$ cat config.mk
export PLATFORM = sky130hd
export DESIGN_NAME = line_ending_converter
export DESIGN_NICKNAME = d
export VERILOG_FILES = /design/src/hdl/lec_pkg.sv /design/src/hdl/line_ending_converter.sv /design/src/hdl/lec_decode.sv
export SDC_FILE = /design/constraint.sdc
export NUM_CORES = 1
export LEC_CHECK = 0
export ABC_AREA = 0
export BUFFER_PORTS_ARGS = -buffer_cell sky130_fd_sc_hd__buf_2
export CAP_MARGIN = 25
export CORE_ASPECT_RATIO = 0.8
export CORE_MARGIN = 3
export CORE_UTILIZATION = 45
export CTS_BUF_LIST = sky130_fd_sc_hd__clkbuf_8
export CTS_CLUSTER_DIAMETER = 40
export CTS_CLUSTER_SIZE = 24
export DETAILED_ROUTE_END_ITERATION = 8
export PLACE_DENSITY = 0.71
export SLEW_MARGIN = 40
export SYNTH_ARGS = -nofsm -noshare
export SYNTH_HDL_FRONTEND = slang
export SYNTH_SLANG_ARGS = --single-unit
$ cat constraint.sdc
create_clock -name clk -period 7 [get_ports clk]
set_clock_uncertainty 0.05 [all_clocks]
set_input_delay 0.7 -clock clk [delete_from_list [all_inputs] [get_ports clk]]
set_output_delay 0.7 -clock clk [all_outputs]
set_load 0.01 [all_outputs]
$ cat src/hdl/lec_pkg.sv
package lec_pkg;

  // Character codes
  localparam logic [7:0] CHR_CR    = 8'h0D;
  localparam logic [7:0] CHR_LF    = 8'h0A;
  localparam logic [7:0] CHR_TAB   = 8'h09;
  localparam logic [7:0] CHR_FF    = 8'h0C;
  localparam logic [7:0] CHR_SPACE = 8'h20;

  // Line ending conventions
  localparam logic [1:0] EOL_NONE = 2'd0;
  localparam logic [1:0] EOL_UNIX = 2'd1;
  localparam logic [1:0] EOL_DOS  = 2'd2;
  localparam logic [1:0] EOL_MAC  = 2'd3;

  // Register indexes (byte address bits [3:2])
  localparam logic [1:0] REG_DIRECTION = 2'd0;
  localparam logic [1:0] REG_EOL_MODE  = 2'd1;
  localparam logic [1:0] REG_STRIP     = 2'd2;

  localparam int ADDR_W = 4;

  // Result queue geometry
  localparam int QDEPTH = 4;
  localparam int QPTR_W = $clog2(QDEPTH);
  localparam int QCNT_W = $clog2(QDEPTH + 1);

  typedef struct packed {
    logic       direction;
    logic [1:0] eol_mode;
    logic       strip_controls;
  } cfg_t;

  typedef struct packed {
    logic [7:0] data_byte;
    logic       end_of_stream;
  } item_t;

  typedef struct packed {
    logic [7:0] out_byte;
    logic       run_last;
  } result_t;

  typedef struct packed {
    logic [1:0] num;
    logic [7:0] byte0;
    logic [7:0] byte1;
    logic       pending_next;
  } dec_t;

  // Control bytes that the read filter removes
  function automatic logic is_stripped(input logic [7:0] b);
    return (b < CHR_SPACE) && (b != CHR_TAB) && (b != CHR_LF) && (b != CHR_FF);
  endfunction

endpackage

$ cat src/hdl/line_ending_converter.sv
// Line ending converter: one stream byte in, zero to two bytes out.
// Input channel item_valid / item_stall / item carries data_byte and
// end_of_stream; a transfer happens when item_valid is high and item_stall low.
// Output channel result_valid / result_stall / result carries out_byte and
// run_last, which marks the last byte produced by one input byte.
// Registers on the APB port: direction at 0x0, eol_mode at 0x4,
// strip_controls at 0x8. Write them only while the stream is idle.
// A byte accepted while the result queue is empty is shown on result in the
// cycle after it is accepted.
// Throughput: one input byte per cycle while each byte gives at most one
// result and result_stall is low. The four-entry result queue drains one
// byte per cycle while result_stall is low, so a run of bytes that expand to
// two results (LF to CR LF in dos write) cannot be taken on every cycle;
// item_stall is high while more than two entries are held.
// Reset clears the registers, the held CR and the result queue. A stalled
// result holds its value; the queue keeps accepting until it holds more than two.
module line_ending_converter (
  input  logic                       clk,
  input  logic                       rst,
  input  logic                       psel,
  input  logic                       penable,
  input  logic                       pwrite,
  input  logic [lec_pkg::ADDR_W-1:0] paddr,
  input  logic [31:0]                pwdata,
  output logic [31:0]                prdata,
  output logic                       pready,
  input  logic                       item_valid,
  output logic                       item_stall,
  input  lec_pkg::item_t             item,
  output logic                       result_valid,
  input  logic                       result_stall,
  output lec_pkg::result_t           result
);

  localparam int PW = lec_pkg::QPTR_W;
  localparam int CW = lec_pkg::QCNT_W;

  lec_pkg::cfg_t    cfg;
  logic             pending_cr;
  lec_pkg::dec_t    dec;
  lec_pkg::result_t queue [lec_pkg::QDEPTH];
  logic [PW-1:0]    wptr;
  logic [PW-1:0]    rptr;
  logic [CW-1:0]    count;
  logic [CW-1:0]    count_next;
  logic             accept;
  logic             pop;
  logic             cfg_write;
  logic [1:0]       num_acc;

  assign pready    = 1'b1;
  assign cfg_write = psel & penable & pwrite;

  // Register writes
  always_ff @(posedge clk) begin
    if (rst) begin
      cfg <= '0;
    end else if (cfg_write) begin
      unique case (paddr[3:2])
        lec_pkg::REG_DIRECTION: cfg.direction      <= pwdata[0];
        lec_pkg::REG_EOL_MODE:  cfg.eol_mode       <= pwdata[1:0];
        lec_pkg::REG_STRIP:     cfg.strip_controls <= pwdata[0];
        default: ;
      endcase
    end
  end

  // Register readback
  always_comb begin
    prdata = '0;
    unique case (paddr[3:2])
      lec_pkg::REG_DIRECTION: prdata[0]   = cfg.direction;
      lec_pkg::REG_EOL_MODE:  prdata[1:0] = cfg.eol_mode;
      lec_pkg::REG_STRIP:     prdata[0]   = cfg.strip_controls;
      default:                prdata      = '0;
    endcase
  end

  lec_decode u_decode (
    .cfg     (cfg),
    .item    (item),
    .pending (pending_cr),
    .dec     (dec)
  );

  // Handshakes: take a byte only with room for two results
  assign item_stall   = (count > CW'(2));
  assign accept       = item_valid & ~item_stall;
  assign result_valid = (count != '0);
  assign pop          = result_valid & ~result_stall;
  assign result       = queue[rptr];
  assign num_acc      = accept ? dec.num : 2'd0;
  assign count_next   = count + CW'(num_acc) - CW'(pop);

  // Advance pointers, count and the held CR
  always_ff @(posedge clk) begin
    if (rst) begin
      wptr       <= '0;
      rptr       <= '0;
      count      <= '0;
      pending_cr <= 1'b0;
    end else begin
      wptr  <= wptr + PW'(num_acc);
      rptr  <= rptr + PW'(pop);
      count <= count_next;
      if (accept) pending_cr <= dec.pending_next;
    end
  end

  // Store results of the accepted byte
  always_ff @(posedge clk) begin
    if (num_acc != 2'd0) begin
      queue[wptr].out_byte <= dec.byte0;
      queue[wptr].run_last <= (num_acc == 2'd1);
    end
    if (num_acc == 2'd2) begin
      queue[wptr + PW'(1)].out_byte <= dec.byte1;
      queue[wptr + PW'(1)].run_last <= 1'b1;
    end
  end

endmodule

$ cat src/hdl/lec_decode.sv
module lec_decode (
  input  lec_pkg::cfg_t  cfg,
  input  lec_pkg::item_t item,
  input  logic           pending,
  output lec_pkg::dec_t  dec
);

  logic       v0, v1, v2;
  logic [7:0] c0, c1, c2;
  logic       pend_nx;
  logic       filt;
  logic [7:0] b;

  assign b    = item.data_byte;
  assign filt = ~cfg.direction & cfg.strip_controls;

  // Build up to three candidate bytes in emit order
  always_comb begin
    v0 = 1'b0;
    v1 = 1'b0;
    v2 = 1'b0;
    c0 = b;
    c1 = b;
    c2 = lec_pkg::CHR_CR;
    pend_nx = pending;
    if (cfg.direction) begin
      if (b == lec_pkg::CHR_LF && cfg.eol_mode == lec_pkg::EOL_DOS) begin
        v0 = 1'b1;
        c0 = lec_pkg::CHR_CR;
        v1 = 1'b1;
        c1 = lec_pkg::CHR_LF;
      end else if (b == lec_pkg::CHR_LF && cfg.eol_mode == lec_pkg::EOL_MAC) begin
        v0 = 1'b1;
        c0 = lec_pkg::CHR_CR;
      end else begin
        v0 = 1'b1;
      end
    end else if (cfg.eol_mode == lec_pkg::EOL_DOS) begin
      if (pending && b == lec_pkg::CHR_LF) begin
        v0 = 1'b1;
        c0 = lec_pkg::CHR_LF;
        pend_nx = 1'b0;
      end else begin
        v0 = pending;
        c0 = lec_pkg::CHR_CR;
        pend_nx = (b == lec_pkg::CHR_CR);
        v1 = (b != lec_pkg::CHR_CR);
      end
      // Flush a held CR at end of stream
      if (item.end_of_stream && pend_nx) begin
        v2 = 1'b1;
        pend_nx = 1'b0;
      end
    end else if (cfg.eol_mode == lec_pkg::EOL_MAC) begin
      v0 = 1'b1;
      c0 = (b == lec_pkg::CHR_CR) ? lec_pkg::CHR_LF : b;
    end else begin
      v0 = 1'b1;
    end
    // Drop filtered control bytes
    if (filt && lec_pkg::is_stripped(c0)) v0 = 1'b0;
    if (filt && lec_pkg::is_stripped(c1)) v1 = 1'b0;
    if (filt && lec_pkg::is_stripped(c2)) v2 = 1'b0;
  end

  // Pack surviving bytes, keep at most two
  always_comb begin
    dec.pending_next = pend_nx;
    dec.byte0 = c0;
    dec.byte1 = c1;
    dec.num   = 2'd0;
    if (v0) begin
      dec.byte0 = c0;
      if (v1) begin
        dec.byte1 = c1;
        dec.num   = 2'd2;
      end else if (v2) begin
        dec.byte1 = c2;
        dec.num   = 2'd2;
      end else begin
        dec.num = 2'd1;
      end
    end else if (v1) begin
      dec.byte0 = c1;
      if (v2) begin
        dec.byte1 = c2;
        dec.num   = 2'd2;
      end else begin
        dec.num = 2'd1;
      end
    end else if (v2) begin
      dec.byte0 = c2;
      dec.num   = 2'd1;
    end
  end

endmodule

# ---- Word level (Yosys, flattened, before mapping)
# Memories as Yosys holds them, arrays and structs flattened. A register that Yosys moved wholly into a read port is not among the register bits.
# Cells that the tools add are included.
dict set report word_totals {
  elab_cells 100
  ram_bits 36
  output_inout_bits 44
  n_memories 1
  ff_bits 12
  input_bits 52
}
dict set report op_classes {
  n_eq_ne 15
  bitwise 8
  n_reduce_logical 19
  order_cmp 3
  addsub 5
  muxes 42
}
# name words word_bits rd rd_clocked_by_memory_dff write_ports line
set memory_table {}
lappend memory_table {queue 4 9 1 1 2 line_ending_converter.sv:41} ;# lec_pkg::result_t queue [lec_pkg::QDEPTH];
# op n
set ops {}
lappend ops {{two-way mux 8 bit} 11}
lappend ops {{!= test 8 x 4 -> 1 bit, second input constant} 7}
lappend ops {{two-way mux 1 bit} 22}
lappend ops {{two-way mux 18 bit} 1}
lappend ops {{== test 8 x 4 -> 1 bit, second input constant} 2}
lappend ops {{less-than comparator 8 x 6 -> 1 bit, second input constant} 2}
lappend ops {{logical AND 1 bit} 12}
lappend ops {{two-way mux 10 bit} 1}
lappend ops {{two-way mux 9 bit} 1}
lappend ops {{== test 2 bit, second input constant} 4}
lappend ops {{two-way mux 2 bit} 4}
lappend ops {{AND reduction 2 bit} 3}
lappend ops {{AND 1 bit} 5}
lappend ops {{== test 2 x 1 -> 1 bit, second input constant} 2}
lappend ops {{adder 3 x 2 -> 3 bit} 1}
lappend ops {{> comparator 3 x 2 -> 1 bit, second input constant} 1}
lappend ops {{two-way mux 3 bit} 1}
lappend ops {{NOT 1 bit} 3}
lappend ops {{case mux 1 bit (3 select lines)} 1}
lappend ops {{AND reduction 3 bit} 1}
lappend ops {{nonzero test 3 bit} 1}
lappend ops {{subtractor 3 x 1 -> 3 bit} 1}
lappend ops {{adder 2 x 1 -> 2 bit} 1}
lappend ops {{adder 2 x 1 -> 2 bit, second input constant} 1}
lappend ops {{other kinds (3)} 3}

# ---- Depth between registers and ports, before layout
dict set report depth {
  word_depth 17
  ltp_mapped 16
  ltp_nobuf 15
}

# ---- Modules after synthesis
# Synthesis repeated with hierarchy kept, for this count alone.
dict set report unflattened {
  cells_unflattened 367
  area_unflattened_um2 3574.7
}
# mod area_per_inst_um2 seq_area_each_um2 cells_per_inst instances
set by_module_without_submodules {}
lappend by_module_without_submodules {line_ending_converter 3039.2 1281.2 290 1}
lappend by_module_without_submodules {lec_decode 535.5 0.0 77 1}

# ---- Worst setup path before layout
# OpenSTA, ideal clock, no wires.
dict set report synth_timing {
  path_type {input -> register}
  startpoint {input item[3] (netlist bit)}
  endpoint {register count[2]}
  slack_ps 3122
  required_time_ps 6822
  arrival_ps 3700
  stages 14
  path_buffers 1
  setup_ps 128
  cell_sequence {buf_2 -> inv_1 -> or4_1 -> nor4_1 -> nand4_1 -> ha_1 -> or2_2 -> mux2_2 -> ha_1 -> inv_1 -> fa_1 -> xor2_1 -> xnor2_1 -> nor2_1}
}
dict set report synth_between {
  elab_chain_cells 16
  word_cells_on_any_way 56
  cone_classes {add/sub: 2; order compare: 2; eq/ne: 9; mux: 31; reduce/logical: 12}
}
# item line
set synth_rtl {}
lappend synth_rtl {{start, declared} line_ending_converter.sv:29} ;# input lec_pkg::item_t item,
lappend synth_rtl {{branches (longest 12 deep; another with less-than comparator 8 x 6 -> 1 bit)} n/a}
lappend synth_rtl {{two-way mux 18 bit *} lec_decode.sv:72} ;# if (v0) begin
lappend synth_rtl {{two-way mux 2 bit *} line_ending_converter.sv:92} ;# assign num_acc = accept ? dec.num : 2'd0;
lappend synth_rtl {{adder 3 x 2 -> 3 bit *} line_ending_converter.sv:93} ;# assign count_next = count + CW'(num_acc) - CW'(pop);
lappend synth_rtl {{subtractor 3 x 1 -> 3 bit *} line_ending_converter.sv:93}
lappend synth_rtl {{end signal, assigned} line_ending_converter.sv:105} ;# count <= count_next;
lappend synth_rtl {{end, declared} line_ending_converter.sv:44} ;# logic [CW-1:0] count;
# Every way passes the cells marked *. The select of a mux whose other input is x is not followed.
# A chain may end at the register's enable or synchronous reset.

==> impl_metrics.tcl <==
set metrics [dict create \
    portBuffers 32 \
    setup_viol 0 \
    cts-buffers-inserted 5 \
    synth.area.top_cells "edfxtp_1 (30%), dfxtp_1 (10%), buf_4 (7.3%)" \
    netlist_instances 320 \
    dp_hpwl_mm 5.05 \
    grt_pass1_vias 2100 \
    multi_input_area_sq_um 1700 \
    relSlewSlack_pct 54.0 \
    syn_area_sq_um 3210 \
    die_w_microns 100 \
    netlist.area_leader.share_pct 30.0 \
    hold_viol_final 0 \
    ios 96 \
    ant_nets 0 \
    antenna_found_initial 0 \
    path_class "in2reg" \
    initial_utilization_pct 48.3 \
    hold_buffers 0 \
    ys.flop_type "edfxtp_1" \
    ys_seq_area_share_pct 40.0 \
    grt_remaining_overflow 0 \
    post_cts_buffers 0 \
    endpoint "queue[3][1]$_DFFE_PP_" \
    r2r-start "cfg[2]$_SDFFE_PP0P_" \
    diodes 0 \
    status "finished clean" \
    cts.sinks 48 \
    path_clk_slew_ns 0.09 \
    tightestPinTransition_ns 0.689 \
    drv_cap 0 \
    vias_per_cell 5.65 \
    clock_latency_ns 0.30 \
    cts_root_buf "clkbuf_8" \
    cp_max_fo 14 \
    yosysUniqueCellTypes 61 \
    drtIter0Drc 186 \
    regArea_sq_um 1280 \
    avgSynthCellArea_sq_um 10.0 \
    finalNonFillerCells 429 \
    start_kind "primary input" \
    fin_tns_setup_ns 0 \
    synthArstFlopShare_pct 0 \
    worstPathArrival_ns 3.96 \
    layout-drive-gt1-share_pct 18.6 \
    grt_pass1_wl_mm 10.7 \
    crit_path_end_kind "register" \
    dp.cells 421 \
    vdd_drop_max_v 0.0000928 \
    fmax_mhz 246 \
    dieHeight_microns 81.5 \
    total_leakage_power_nw 1.26 \
    grt_max_degree 25 \
    power_uw 841 \
    hold_class "reg2reg" \
    die_area_sq_um 8180 \
    yosysTopAreaCell "edfxtp_1" \
    layout_common_cells "buf_2 (32), edfxtp_1 (32), conb_1 (31)" \
    h-tree-depth 2 \
    rsz0062_at_grt "false" \
    area_delta_synth_final_pct 5.70 \
    grt_use_total_pct 16.9 \
    dr.pass1.iters 6 \
    power_density_nw_per_um2 248 \
    cts_tree "yes" \
    r2r_slack_ns 3.37 \
    routabilityCongestion 0.897 \
    fillCellCount 616 \
    cts_resized 0 \
    fin_crit_ns 4.07 \
    ff2ff_path_depth 9 \
    ctsLongestPathBuffers 2 \
    rr_endpoint "queue[3][1]$_DFFE_PP_" \
    core-area_sq_um 6640 \
    fin_crit_sh_pct 58.1 \
    fp-row-count 26 \
    drc 0 \
    drt_wl_total_mm 6.67 \
    synth_edf_count 32 \
    cp.required_ns 6.89 \
    drv_slew 0 \
    yosysWarnings 0 \
    vias 2424 \
    setup.worst_path.start "item[3]" \
    wire_per_inst_microns 15.5 \
    final_nets 405 \
    ys_seq_elements 48 \
]
==> Yosys cell counts (3+ instances only) <==
cell type / number
a21o_1: 4
inv_1: 16
mux2i_1: 5
a21oi_1: 11
or3_1: 5
nor2b_1: 16
or4_1: 3
nand3b_1: 3
ha_1: 8
nor3_1: 5
a221oi_1: 4
nand3_1: 10
o21ai_0: 11
o211ai_1: 5
nand4_1: 3
buf_2: 4
mux2_2: 3
edfxtp_1: 32
xnor2_1: 5
nor3b_1: 8
dfxtp_1: 16
buf_4: 31
nand2_1: 20
nor2_1: 24
o21bai_1: 3
nand2b_1: 3
mux4_2: 9
clkbuf_1: 8
a22oi_1: 7
==> state kept, by name (all words and copies together), names as in the netlist <==
| signal | cells |
|---|---|
| cfg | 4 |
| count | 3 |
| pending_cr | 1 |
| rptr | 2 |
| wptr | 2 |
| queue | 36 |
==> logic make-up (layout without fill, tap and decap cells) <==
kind of cell | count (synthesis) | in the layout | share of synthesized area [%]
mux | 18 | 18 | 9.40
simple gates | 115 | 115 | 20.3
compound gates | 62 | 62 | 14.0
flops | 48 | 48 | 40.0
buf+inv | 60 | 56 | 10.8
xor+xnor | 6 | 6 | 1.64
fa+ha+maj | 9 | 9 | 3.75
other cells | 2 | 31 | 0.234
==> layer usage <==
layer  up-vias  track usage (%)  wire length (microns)
met5         -                0                      0
met4         0             3.63                     72
met3         7             3.99                    488
met2       101             26.1                   2990
met1      1153             24.4                   3110
li1       1163                -                      -
==> worst min-delay path by stage <==
stage / start / end / slack [ns] / cells after the start
2_1_floorplan: queue[2][0]$_SDFFE_PP1N_ / queue[2][0]$_SDFFE_PP1N_ / 0.39 / 2
3_3_place_gp: queue[3][0]$_SDFFE_PP1N_ / queue[3][0]$_SDFFE_PP1N_ / 0.42 / 2
3_5_place_dp: queue[1][0]$_SDFFE_PP1P_ / queue[1][0]$_SDFFE_PP1P_ / 0.43 / 2
6_report: queue[1][0]$_SDFFE_PP1P_ / queue[1][0]$_SDFFE_PP1P_ / 0.44 / 2
5_1_grt: queue[1][0]$_SDFFE_PP1P_ / queue[1][0]$_SDFFE_PP1P_ / 0.48 / 2
4_1_cts: queue[1][0]$_SDFFE_PP1P_ / queue[1][0]$_SDFFE_PP1P_ / 0.44 / 2
==> through the flow <==
step	setup WS, ns	area (sq um)	util [%]	hold WS [ns]
finish	2.93	3390	51.1	0.441
global placement	2.42	3290	49.6	0.424
detailed placement	2.63	3300	49.8	0.428
global route	2.67	3390	51.1	0.479
CTS	2.94	3390	51.1	0.442
floorplan	3.12	3320	-	0.390
==> power breakdown <==
group,internal [mW],switching [mW]
combinational,0.129,0.147
clock,0.0699,0.0937
sequential,0.351,0.0512
==> area by class of cell <==
type	count	share of cell area (%)
sequential	48	37.8
clock buffer	5	2.03
timing repair buffer	32	4.73
tap	84	3.10
clock inverter	3	0.517
inverter	16	1.77
multi-input combinational	241	50.0
==> critical path, cell delays in order <==
cell and delay (ns):
buf_2 0.18, inv_1 0.12, or4_1 0.54, nor4_1 0.21, nand4_1 0.21, ha_1 0.38, or3_1 0.38, a21o_1 0.17
nand2_1 0.33, nand2_1 0.22, a21oi_2 0.51
No activity file was read; power rests on OpenSTA's default activity.
